===== src/rtl/peqc_pkg.sv =====
`default_nettype none
package peqc_pkg;
    localparam int CRIT_DEPTH = 12;
    localparam int RT_DEPTH   = 12;
    localparam int BG_DEPTH   = 6;
    localparam int STATE_KEYS = 7;
    localparam int HW         = 16;
    localparam int QAW        = 4;
    localparam int QCW        = 5;
    localparam int KEYW       = 3;
    localparam int MASKW      = 7;
    localparam logic [6:0] MASK_RESET = 7'd96;

    typedef enum logic [1:0] {FN_PUSH = 2'd0, FN_DEQ = 2'd1, FN_CLEAR = 2'd2, FN_FLUSH = 2'd3}
        func_t;
    typedef enum logic [1:0] {LV_CRIT = 2'd0, LV_RT = 2'd1, LV_STATE = 2'd2, LV_BG = 2'd3}
        lvl_t;
    typedef enum logic [1:0] {ST_OK = 2'd0, ST_INVALID = 2'd1, ST_FULL = 2'd2, ST_EMPTY = 2'd3}
        stat_t;
    typedef enum logic [1:0] {K_STATUS = 2'd0, K_EVENT = 2'd1, K_RELEASE = 2'd2} kind_t;

    typedef struct packed {
        logic [1:0]        func;
        logic [HW-1:0]     handle;
        logic              type_is_none;
        logic [1:0]        level;
        logic [KEYW-1:0]   slot_key;
        logic signed [63:0] time_us;
    } item_in_t;

    typedef struct packed {
        logic [1:0]    kind;
        logic [HW-1:0] out_handle;
        logic [1:0]    out_level;
        logic [1:0]    status;
        logic          wake;
        logic          last;
        logic [5:0]    total_depth;
        logic [31:0]   drop_total;
        logic [31:0]   coalesce_total;
        logic [31:0]   channel_coalesce_total;
    } item_out_t;

    // commands from controller to datapath
    typedef struct packed {
        logic       load;      // capture input item
        logic       exec;      // apply push/deq/clear, emit its results
        logic       fl_emit;   // emit one flush release from selected source
        logic [1:0] fl_src;    // 0 crit 1 rt 2 bg 3 slot
        logic       fl_fin;    // zero counters, emit final ok
    } cmd_t;

    typedef struct packed {
        logic       crit_ne;
        logic       rt_ne;
        logic       bg_ne;
        logic       slot_ne;
        logic [1:0] func;
        logic       two_res;   // exec produces a release before the status
    } stat_bus_t;
endpackage
`default_nettype wire


===== src/rtl/peqc_ctrl.sv =====
`default_nettype none
module peqc_ctrl (
    input  wire logic                clk,
    input  wire logic                rst_n,
    input  wire logic                start,
    output logic                     busy,
    input  wire peqc_pkg::stat_bus_t sts,
    output peqc_pkg::cmd_t           cmd
);
    import peqc_pkg::*;

    typedef enum logic [4:0] {
        S_IDLE  = 5'b00001,
        S_EXEC  = 5'b00010,
        S_STAT  = 5'b00100,
        S_FLUSH = 5'b01000,
        S_FIN   = 5'b10000
    } state_t;

    state_t state_reg, state_next;

    always_ff @(posedge clk or negedge rst_n)
    begin
        if (!rst_n)
            state_reg <= S_IDLE;
        else
            state_reg <= state_next;
    end

    always_comb
    begin
        state_next = state_reg;
        cmd = '0;
        busy = (state_reg != S_IDLE);
        unique case (state_reg)
            S_IDLE:
            begin
                if (start)
                begin
                    cmd.load = 1'b1;
                    state_next = S_EXEC;
                end
            end
            S_EXEC:
            begin
                if (sts.func == FN_FLUSH)
                    state_next = S_FLUSH;
                else
                begin
                    cmd.exec = 1'b1;
                    state_next = sts.two_res ? S_STAT : S_IDLE;
                end
            end
            S_STAT:
                state_next = S_IDLE;
            S_FLUSH:
            begin
                priority if (sts.crit_ne)
                begin
                    cmd.fl_emit = 1'b1;
                    cmd.fl_src = 2'd0;
                end
                else if (sts.rt_ne)
                begin
                    cmd.fl_emit = 1'b1;
                    cmd.fl_src = 2'd1;
                end
                else if (sts.bg_ne)
                begin
                    cmd.fl_emit = 1'b1;
                    cmd.fl_src = 2'd2;
                end
                else if (sts.slot_ne)
                begin
                    cmd.fl_emit = 1'b1;
                    cmd.fl_src = 2'd3;
                end
                else
                    state_next = S_FIN;
            end
            S_FIN:
            begin
                cmd.fl_fin = 1'b1;
                state_next = S_IDLE;
            end
            default:
                state_next = S_IDLE;
        endcase
    end

    a_load_idle: assert property (@(posedge clk) disable iff (!rst_n)
        cmd.load |-> state_reg == S_IDLE) else $error("load outside idle");
    a_fin_after_flush: assert property (@(posedge clk) disable iff (!rst_n)
        state_reg == S_FIN |-> $past(state_reg) == S_FLUSH) else $error("bad fin");
    a_busy_after_start: assert property (@(posedge clk) disable iff (!rst_n)
        (start && !busy) |=> busy) else $error("start not taken");
endmodule
`default_nettype wire


===== src/rtl/peqc_dp.sv =====
`default_nettype none
module peqc_dp (
    input  wire logic                      clk,
    input  wire logic                      rst_n,
    input  wire peqc_pkg::item_in_t        cmd_in,
    input  wire logic [peqc_pkg::MASKW-1:0] mask,
    input  wire peqc_pkg::cmd_t            cmd,
    output peqc_pkg::stat_bus_t            sts,
    output logic                           done,
    output peqc_pkg::item_out_t            result
);
    import peqc_pkg::*;

    item_in_t             in_reg;
    logic [HW-1:0]        crit_mem [CRIT_DEPTH];
    logic [HW-1:0]        rt_mem   [RT_DEPTH];
    logic [HW-1:0]        bg_mem   [BG_DEPTH];
    logic [QCW-1:0]       crit_cnt_reg, rt_cnt_reg;
    logic [2:0]           bg_cnt_reg;
    logic [QAW-1:0]       crit_rd_reg, rt_rd_reg;
    logic [2:0]           bg_rd_reg;
    logic [HW-1:0]        slot_h_reg [STATE_KEYS];
    logic signed [63:0]   slot_t_reg [STATE_KEYS];
    logic [31:0]          drop_reg, coal_reg, ccoal_reg;
    logic                 done_reg;
    item_out_t            res_reg;
    logic [5:0]           depth_next;
    // pending status after a release
    logic                 pend_reg;

    logic                 invalid, st_key_bad, is_chan;
    logic [MASKW:0]       mask_ext;
    logic [STATE_KEYS-1:0] occ;
    logic [KEYW-1:0]      low_key;
    logic                 any_slot;
    logic [QAW-1:0]       crit_wr, rt_wr;
    logic [2:0]           bg_wr;

    function automatic logic [QAW-1:0] inc_q(input logic [QAW-1:0] p, input int d);
        return (p == QAW'(d - 1)) ? '0 : p + 1'b1;
    endfunction
    function automatic logic [2:0] inc_b(input logic [2:0] p);
        return (p == 3'(BG_DEPTH - 1)) ? '0 : p + 1'b1;
    endfunction

    always_comb
    begin
        for (int k = 0; k < STATE_KEYS; k++)
            occ[k] = (k != 0) && (slot_h_reg[k] != '0);
        any_slot = |occ;
        low_key = '0;
        for (int k = STATE_KEYS - 1; k >= 1; k--)
            if (occ[k])
                low_key = KEYW'(k);
    end

    always_comb
    begin
        logic [QCW:0] w;
        w = (QCW+1)'(crit_rd_reg) + (QCW+1)'(crit_cnt_reg);
        crit_wr = (w >= (QCW+1)'(CRIT_DEPTH)) ? QAW'(w - (QCW+1)'(CRIT_DEPTH)) : QAW'(w);
        w = (QCW+1)'(rt_rd_reg) + (QCW+1)'(rt_cnt_reg);
        rt_wr = (w >= (QCW+1)'(RT_DEPTH)) ? QAW'(w - (QCW+1)'(RT_DEPTH)) : QAW'(w);
        w = (QCW+1)'(bg_rd_reg) + (QCW+1)'(bg_cnt_reg);
        bg_wr = (w >= (QCW+1)'(BG_DEPTH)) ? 3'(w - (QCW+1)'(BG_DEPTH)) : 3'(w);
    end

    // key 7 has no mask bit and is never a channel-state key
    assign mask_ext = {1'b0, mask};
    assign st_key_bad = (in_reg.slot_key == '0) ||
                        (32'(in_reg.slot_key) >= 32'(STATE_KEYS));
    assign is_chan = mask_ext[in_reg.slot_key];
    assign invalid = (in_reg.handle == '0) || in_reg.type_is_none ||
                     ((in_reg.level == LV_STATE) && st_key_bad);

    always_comb
    begin
        sts.crit_ne = crit_cnt_reg != '0;
        sts.rt_ne   = rt_cnt_reg != '0;
        sts.bg_ne   = bg_cnt_reg != '0;
        sts.slot_ne = any_slot;
        sts.func    = in_reg.func;
        sts.two_res = 1'b0;
        unique case (in_reg.func)
            FN_PUSH:
                sts.two_res = !invalid &&
                    (((in_reg.level == LV_STATE) && (slot_h_reg[in_reg.slot_key] != '0)) ||
                     ((in_reg.level == LV_BG) && (32'(bg_cnt_reg) >= 32'(BG_DEPTH))));
            FN_CLEAR:
                sts.two_res = !st_key_bad && is_chan && (slot_h_reg[in_reg.slot_key] != '0) &&
                    ((slot_t_reg[in_reg.slot_key] <= 64'sd0) ||
                     (slot_t_reg[in_reg.slot_key] <= in_reg.time_us));
            default:
                sts.two_res = 1'b0;
        endcase
    end

    always_comb
    begin
        logic [5:0] s;
        s = 6'(crit_cnt_reg) + 6'(rt_cnt_reg) + 6'(bg_cnt_reg);
        for (int k = 1; k < STATE_KEYS; k++)
            s = s + 6'(occ[k]);
        depth_next = s;
    end

    always_ff @(posedge clk)
    begin
        if (cmd.load)
            in_reg <= cmd_in;
        if (cmd.exec && in_reg.func == FN_PUSH && !invalid)
        begin
            if (in_reg.level == LV_CRIT && 32'(crit_cnt_reg) < 32'(CRIT_DEPTH))
                crit_mem[crit_wr] <= in_reg.handle;
            if (in_reg.level == LV_RT && 32'(rt_cnt_reg) < 32'(RT_DEPTH))
                rt_mem[rt_wr] <= in_reg.handle;
            if (in_reg.level == LV_BG && 32'(bg_cnt_reg) < 32'(BG_DEPTH))
                bg_mem[bg_wr] <= in_reg.handle;
            if (in_reg.level == LV_STATE)
                slot_t_reg[in_reg.slot_key] <= in_reg.time_us;
        end
    end

    always_ff @(posedge clk or negedge rst_n)
    begin
        item_out_t res_next;
        if (!rst_n)
        begin
            crit_cnt_reg <= '0; rt_cnt_reg <= '0; bg_cnt_reg <= '0;
            crit_rd_reg <= '0; rt_rd_reg <= '0; bg_rd_reg <= '0;
            for (int k = 0; k < STATE_KEYS; k++)
                slot_h_reg[k] <= '0;
            drop_reg <= '0; coal_reg <= '0; ccoal_reg <= '0;
            done_reg <= 1'b0;
            pend_reg <= 1'b0;
            res_reg <= '0;
        end
        else
        begin
            res_next = res_reg;
            done_reg <= pend_reg || cmd.exec || cmd.fl_emit || cmd.fl_fin;
            pend_reg <= cmd.exec && sts.two_res;
            if (pend_reg)
            begin
                // status after a release
                res_next = '0;
                res_next.status = ST_OK;
                res_next.last = 1'b1;
            end
            if (cmd.exec)
            begin
                res_next = '0;
                res_next.last = !sts.two_res;
                unique case (in_reg.func)
                    FN_PUSH:
                    begin
                        if (invalid)
                            res_next.status = ST_INVALID;
                        else
                        begin
                            unique case (in_reg.level)
                                LV_CRIT:
                                    if (32'(crit_cnt_reg) < 32'(CRIT_DEPTH))
                                    begin
                                        crit_cnt_reg <= crit_cnt_reg + 1'b1;
                                        res_next.wake = 1'b1;
                                    end
                                    else
                                        res_next.status = ST_FULL;
                                LV_RT:
                                    if (32'(rt_cnt_reg) < 32'(RT_DEPTH))
                                    begin
                                        rt_cnt_reg <= rt_cnt_reg + 1'b1;
                                        res_next.wake = 1'b1;
                                    end
                                    else
                                        res_next.status = ST_FULL;
                                LV_STATE:
                                begin
                                    slot_h_reg[in_reg.slot_key] <= in_reg.handle;
                                    if (slot_h_reg[in_reg.slot_key] != '0)
                                    begin
                                        res_next.kind = K_RELEASE;
                                        res_next.out_handle = slot_h_reg[in_reg.slot_key];
                                        res_next.out_level = LV_STATE;
                                        coal_reg <= coal_reg + 1'b1;
                                        if (is_chan)
                                            ccoal_reg <= ccoal_reg + 1'b1;
                                    end
                                    else
                                        res_next.wake = 1'b1;
                                end
                                LV_BG:
                                    if (32'(bg_cnt_reg) < 32'(BG_DEPTH))
                                        bg_cnt_reg <= bg_cnt_reg + 1'b1;
                                    else
                                    begin
                                        drop_reg <= drop_reg + 1'b1;
                                        res_next.kind = K_RELEASE;
                                        res_next.out_handle = in_reg.handle;
                                        res_next.out_level = LV_BG;
                                    end
                                default: ;
                            endcase
                        end
                    end
                    FN_DEQ:
                    begin
                        res_next.kind = K_EVENT;
                        priority if (crit_cnt_reg != '0)
                        begin
                            res_next.out_handle = crit_mem[crit_rd_reg];
                            res_next.out_level = LV_CRIT;
                            crit_rd_reg <= inc_q(crit_rd_reg, CRIT_DEPTH);
                            crit_cnt_reg <= crit_cnt_reg - 1'b1;
                        end
                        else if (rt_cnt_reg != '0)
                        begin
                            res_next.out_handle = rt_mem[rt_rd_reg];
                            res_next.out_level = LV_RT;
                            rt_rd_reg <= inc_q(rt_rd_reg, RT_DEPTH);
                            rt_cnt_reg <= rt_cnt_reg - 1'b1;
                        end
                        else if (any_slot)
                        begin
                            res_next.out_handle = slot_h_reg[low_key];
                            res_next.out_level = LV_STATE;
                            slot_h_reg[low_key] <= '0;
                        end
                        else if (bg_cnt_reg != '0)
                        begin
                            res_next.out_handle = bg_mem[bg_rd_reg];
                            res_next.out_level = LV_BG;
                            bg_rd_reg <= inc_b(bg_rd_reg);
                            bg_cnt_reg <= bg_cnt_reg - 1'b1;
                        end
                        else
                        begin
                            res_next.kind = K_STATUS;
                            res_next.status = ST_EMPTY;
                        end
                    end
                    FN_CLEAR:
                    begin
                        if (st_key_bad || !is_chan)
                            res_next.status = ST_INVALID;
                        else if (sts.two_res)
                        begin
                            res_next.kind = K_RELEASE;
                            res_next.out_handle = slot_h_reg[in_reg.slot_key];
                            res_next.out_level = LV_STATE;
                            slot_h_reg[in_reg.slot_key] <= '0;
                        end
                    end
                    default: ;
                endcase
            end
            if (cmd.fl_emit)
            begin
                res_next = '0;
                res_next.kind = K_RELEASE;
                unique case (cmd.fl_src)
                    2'd0:
                    begin
                        res_next.out_handle = crit_mem[crit_rd_reg];
                        res_next.out_level = LV_CRIT;
                        crit_rd_reg <= inc_q(crit_rd_reg, CRIT_DEPTH);
                        crit_cnt_reg <= crit_cnt_reg - 1'b1;
                    end
                    2'd1:
                    begin
                        res_next.out_handle = rt_mem[rt_rd_reg];
                        res_next.out_level = LV_RT;
                        rt_rd_reg <= inc_q(rt_rd_reg, RT_DEPTH);
                        rt_cnt_reg <= rt_cnt_reg - 1'b1;
                    end
                    2'd2:
                    begin
                        res_next.out_handle = bg_mem[bg_rd_reg];
                        res_next.out_level = LV_BG;
                        bg_rd_reg <= inc_b(bg_rd_reg);
                        bg_cnt_reg <= bg_cnt_reg - 1'b1;
                    end
                    default:
                    begin
                        res_next.out_handle = slot_h_reg[low_key];
                        res_next.out_level = LV_STATE;
                        slot_h_reg[low_key] <= '0;
                    end
                endcase
            end
            if (cmd.fl_fin)
            begin
                res_next = '0;
                res_next.last = 1'b1;
                drop_reg <= '0; coal_reg <= '0; ccoal_reg <= '0;
            end
            res_reg <= res_next;
        end
    end

    // flush releases all carry zero counters and the final depth of zero
    logic in_flush;
    assign in_flush = in_reg.func == FN_FLUSH;
    assign done = done_reg;

    always_comb
    begin
        result = res_reg;
        if (in_flush)
        begin
            result.total_depth = '0;
            result.drop_total = '0;
            result.coalesce_total = '0;
            result.channel_coalesce_total = '0;
        end
        else
        begin
            result.total_depth = depth_next;
            result.drop_total = drop_reg;
            result.coalesce_total = coal_reg;
            result.channel_coalesce_total = ccoal_reg;
        end
    end

    a_cnt_crit: assert property (@(posedge clk) disable iff (!rst_n)
        32'(crit_cnt_reg) <= 32'(CRIT_DEPTH)) else $error("crit overflow");
    a_cnt_bg: assert property (@(posedge clk) disable iff (!rst_n)
        32'(bg_cnt_reg) <= 32'(BG_DEPTH)) else $error("bg overflow");
    a_one_cmd: assert property (@(posedge clk) disable iff (!rst_n)
        $countones({cmd.exec, cmd.fl_emit, cmd.fl_fin, cmd.load}) <= 1) else $error("cmd clash");
endmodule
`default_nettype wire


===== src/rtl/priority_event_queue_coalescing.sv =====
`default_nettype none
// channel   | ports                              | handshake
// command   | start, busy, cmd_in                | taken when start && !busy
// result    | done, result                       | each result valid for one cycle, no stall
// config    | cfg_we, cfg_data                   | written when cfg_we
// Push, dequeue and clear pass through the EXEC state, and through STAT as well
// when a release precedes the status. Flush passes through EXEC, then FLUSH
// releases the held handles one per cycle, and FIN ends it.
// Reset empties all queues and slots and zeroes the counters.
// The receiver cannot stall; results appear on done for one cycle each.
module priority_event_queue_coalescing (
    input  wire logic                       clk,
    input  wire logic                       rst_n,
    input  wire logic                       start,
    output logic                            busy,
    input  wire peqc_pkg::item_in_t         cmd_in,
    output logic                            done,
    output peqc_pkg::item_out_t             result,
    input  wire logic                       cfg_we,
    input  wire logic [peqc_pkg::MASKW-1:0] cfg_data
);
    import peqc_pkg::*;

    logic [MASKW-1:0] mask_reg;
    cmd_t             cmd;
    stat_bus_t        sts;
    logic             busy_c, done_c;

    always_ff @(posedge clk or negedge rst_n)
    begin
        if (!rst_n)
            mask_reg <= MASK_RESET;
        else if (cfg_we)
            mask_reg <= cfg_data;
    end

    peqc_ctrl u_ctrl (
        .clk   (clk),
        .rst_n (rst_n),
        .start (start),
        .busy  (busy_c),
        .sts   (sts),
        .cmd   (cmd)
    );

    peqc_dp u_dp (
        .clk    (clk),
        .rst_n  (rst_n),
        .cmd_in (cmd_in),
        .mask   (mask_reg),
        .cmd    (cmd),
        .sts    (sts),
        .done   (done_c),
        .result (result)
    );

    // hold busy until the last result has left
    logic tail_reg;
    always_ff @(posedge clk or negedge rst_n)
    begin
        if (!rst_n)
            tail_reg <= 1'b0;
        else
            tail_reg <= busy_c || (tail_reg && !(done_c && result.last));
    end
    assign busy = busy_c || (tail_reg && !(done_c && result.last));
    assign done = done_c;
endmodule
`default_nettype wire


===== config.mk =====
export PLATFORM = sky130hd
export DESIGN_NAME = priority_event_queue_coalescing
export DESIGN_NICKNAME = d
export VERILOG_FILES = /design/src/rtl/peqc_pkg.sv /design/src/rtl/peqc_ctrl.sv /design/src/rtl/peqc_dp.sv /design/src/rtl/priority_event_queue_coalescing.sv
export SDC_FILE = /design/constraint.sdc
export NUM_CORES = 2
export LEC_CHECK = 0
export BUFFER_PORTS_ARGS = -buffer_cell sky130_fd_sc_hd__buf_2
export CORE_ASPECT_RATIO = 0.7
export CORE_MARGIN = 4
export CORE_UTILIZATION = 56
export DETAILED_ROUTE_END_ITERATION = 8
export GPL_TIMING_DRIVEN = 0
export PLACE_DENSITY_LB_ADDON = 0.12
export SLEW_MARGIN = 20
export SYNTH_ARGS = -nofsm -noshare
export SYNTH_HDL_FRONTEND = slang
export SYNTH_SLANG_ARGS = --single-unit

===== constraint.sdc =====
create_clock -name clk -period 5 [get_ports clk]
set_input_delay 0.25 -clock clk [delete_from_list [all_inputs] [get_ports clk]]
set_output_delay 0.25 -clock clk [all_outputs]
set_load 0.005 [all_outputs]

==> summary.md <==
| Metric | Value |
|---|---|
| Mapped Cells | 4,248 |
| Final Cycle Share | 101% |
| Synth Cell Area | 58,700 µm² |
| CP Class | reg2out |
| Max transition margin | 18.6% |
| Post-synthesis sequential area ratio | 63.7% |
| Leakage | 25.6 nW |
| Asr flop ratio synth | 21.0% |
| Final core occ | 66.2% |
| Vias in the first global route | 39,000 |
| Max VDD drop | 0.345 mV |
| GPL Wtd Cong | 1.03 |
| Met3 wire len | 25,900 µm |
| DP Wirelength | 134,000 µm |
| 1st-iter DRT viols | 5,540 |
| Clock skew | 0.0589 ns |
| Largest family of logic cells by synthesized area | multiplexers |
| CP most frequent cell | fa_2 |
| Num CTS Buffers | 119 |
| Crit path DAT | 4.81 ns |
| Die area | 110,000 µm² |
| Synth Area in Adders | 2.68% |
| Share of layout cells above drive strength 1 | 20.0% |
| Final wirelength | 186,000 µm |
| Grt ovf | 0 |
| Slowest CP cell | fa_1 |
| Max cap viols | 0 |
| Mean Syn Cell Area | 13.8 µm² |
| Post-synthesis cell type count | 98 |
| Ys flop type | edfxtp_1 |
| Post-synthesis compound-gate area fraction | 9.85% |
| Post-layout min period | 5.06 ns |
| Max FFs per register | 448 |
| Final hold violation count | 0 |
| Area delta synth->final | 17.5% |
| Synth Register Bits | 1,290 |
| Die height | 279 µm |
| H-tree Lvls | 3 |
| Met2 WL | 74,200 µm |
| Synth warn | 0 |
| Pwr Density | 485 nW/µm² |
| Least-Margin Pin Slew | 1.22 ns |
| Fin nets | 5,093 |
| Mux cell area share after synthesis | 10.6% |
| Clk Latency, worst-skew pair | 0.75 ns |
| Critical path data required time | 4.75 ns |
| Pre-CTS setup slack | -2.44 ns |
| Site Rows | 99 |
| Hold Crit Class | in2async |
| Ranking of synthesized cells by area | edfxtp_1 (52%), dfrtp_1 (11%), mux4_2 (6.6%), mux2i_1 (2.6%), ha_1 (2.3%) |
| Uppermost layer routed | met5 |
| Status | complete, but fails checks |
| Post-synthesis xor/xnor area fraction | 1.10% |
| Final hold slack | 0.0896 ns |
| Fin. max-slew vios | 0 |
| Metal1 wirelength | 82,100 µm |
| Worst path top cell family by delay | adder cells |
| Clk pin slew, worst setup/hold paths | 0.08 ns |
| Initial antenna violation count | 2 |
| Max Freq | 198 MHz |
| Setup crit end kind | primary output |
| Average wire per standard cell | 29.4 µm |
| Placed Area | 62,800 µm² |
| Share of the synthesized area in the top cell type | 52.0% |
| R2R setup slack | -0.01 ns |
| Post-synth EDFFs | 1,016 |
| Synth cell count leaders | edfxtp_1 (1,016), nand2_1 (317), nor2_1 (278), dfrtp_1 (268), a21oi_1 (217) |
| DRC Markers | 0 |
| Clk buf depth | 3 |
| Starting Density | 56.4% |
| Count leader, synth | edfxtp_1 |
| Clock root cell | clkbuf_16 |
| CTS sink count | 1,290 |
| Vias | 41,000 |
| Pre-antenna DRT Iters | 8 |
| Failing checks | setup timing |
| Crit path buf inv count | 4 |
| Core area | 104,000 µm² |
| CTS tree | yes |
| Endpoints failing setup | 3 |
| Crit path cell chain | nor4_4, nand4_1, clkbuf_8, clkinv_4, fa_2, fa_1, fa_2, fa_2, fa_2, inv_2, a21o_1, a21oi_2, xor2_1, nor2_1, buf_2 |
| CP max FO | 5 |
| Via density | 6.48 |
| # IOs | 227 |
| Design area | 68,900 µm² |
| Simple-gate area share of the yosys netlist | 9.33% |
| Tot GR Track Use | 33.6% |
| Final antenna-violating net count | 0 |
| Pin count of the biggest net entering global routing | 94 |
| First-pass GRT wire length | 270,000 µm |
| Final WS setup | -0.0567 ns |
| Die width | 395 µm |
| PortBufs | 225 |
| Unrepaired setup endpoints after global routing | yes |
| Max stage delay on crit path | 0.54 ns |
| Largest area contributor in the netlist | edfxtp_1 |
| Worst setup SP type | flop |
==> per-layer routing <==
layer  track usage (%)  vias up
met5             0.553        -
met3              11.7      271
met2              44.0     2514
li1                  -    17500
met1              53.6    20700
met4              7.50        2
==> worst paths after layout <==
path                                          startpoint                             to  cells after the start
max                        u_dp.slot_h_reg[66]$_DFF_PN0_                    result[100]                     15
min                                                rst_n  u_dp.ccoal_reg[5]$_DFFE_PN0P_                      3
max reg2reg                u_dp.slot_h_reg[17]$_DFF_PN0_    u_dp.bg_rd_reg[1]$_DFF_PN0_                     15
min reg2reg                 u_dp.result[108]$_DFFE_PN0P_   u_dp.result[108]$_DFFE_PN0P_                      2
max in group asynchronous                          rst_n   u_dp.result[117]$_DFFE_PN0P_                      4
min in group clk                              cmd_in[24]      u_dp.in_reg[24]$_DFFE_PP_                      2
==> worst register-to-register path, cell delays in order, from the launching register on <==
cell	delay (ns)
dfrtp_1	0.51
nor4_1	0.35
and4_1	0.49
and2_1	0.24
and3_1	0.17
clkbuf_1	0.36
clkbuf_2	0.39
a211o_1	0.24
inv_1	0.09
ha_1	0.19
buf_1	0.28
and2_1	0.28
a31oi_1	0.88
nand2b_1	0.26
or3_1	0.12
nand2_1	0.04
==> through the flow <==
stage,total power (W),std cells,TNS (ns)
floorplan,0.0193,4311,0
global placement,0.0230,5899,-2404.12
detailed placement,0.0232,5958,-312.63
CTS,0.0330,6318,-0.0953
global route,0.0347,6335,-0.627
finish,0.0334,6337,-0.0712
==> where the power goes <==
group	internal (W)	leakage (nW)	switching, W
Sequential	0.0126	12.6	0.00121
Combinational	0.00400	11.2	0.00629
Clock	0.00525	1.93	0.00406
Total	0.0219	25.6	0.0116
==> timing repair <==
action / in CTS / in global routing
resized for setup: 111 / 65
hold buffers: 105 / 0
pin swaps: 23 / 14
gates cloned: 1 / 0
setup endpoints to repair: 408 / 139
hold endpoints to repair: 303 / 0
setup buffers: 41 / 17
==> placed cells by master, fill, tap and decap left out, types with 31 or more instances in the layout <==
master and n:
a21oi_1 212, a22oi_1 110, and2_1 97, buf_1 31
buf_2 239, buf_4 63, buf_6 34, buf_8 34
clkbuf_1 138, clkbuf_16 120, conb_1 64, dfrtp_1 250
dlygate4sd3_1 104, edfxtp_1 1016, ha_1 108, inv_1 137
mux2_2 56, mux2i_1 150, mux4_2 173, nand2_1 316
nand3_1 62, nand4_1 56, nor2_1 242, nor2_2 37
nor2b_1 31, nor3_1 35, nor4_1 52, o21ai_0 177
o21ai_1 47, o21ai_2 33, o221ai_1 36, o22ai_1 62
or3_1 32, xnor2_1 34, xor2_1 40
==> area by class of cell <==
class                           instances  area [µm²]
Multi-Input combinational cell       2640       20200
Inverter                              145         568
Tap cell                             1363        1710
Clock inverter                         77         873
Clock buffer                          140        3090
Buffer                                230        1330
Timing Repair inverter                  1        5.00
Antenna cell                            3        7.51
Fill cell                            7596       35100
Timing Repair Buffer                  448        3720
Sequential cell                      1290       37400
==> logic make-up after synthesis <==
kind of cell / after synthesis
AOI/OAI and AO/OA: 890
xor gates and xnor gates: 74
adders and majority gates: 119
buffers and inverters: 381
DFF: 1290
muxes: 393
other: 1
and+or+nand+nor: 1100
No activity file was read; power rests on OpenSTA's default activity.
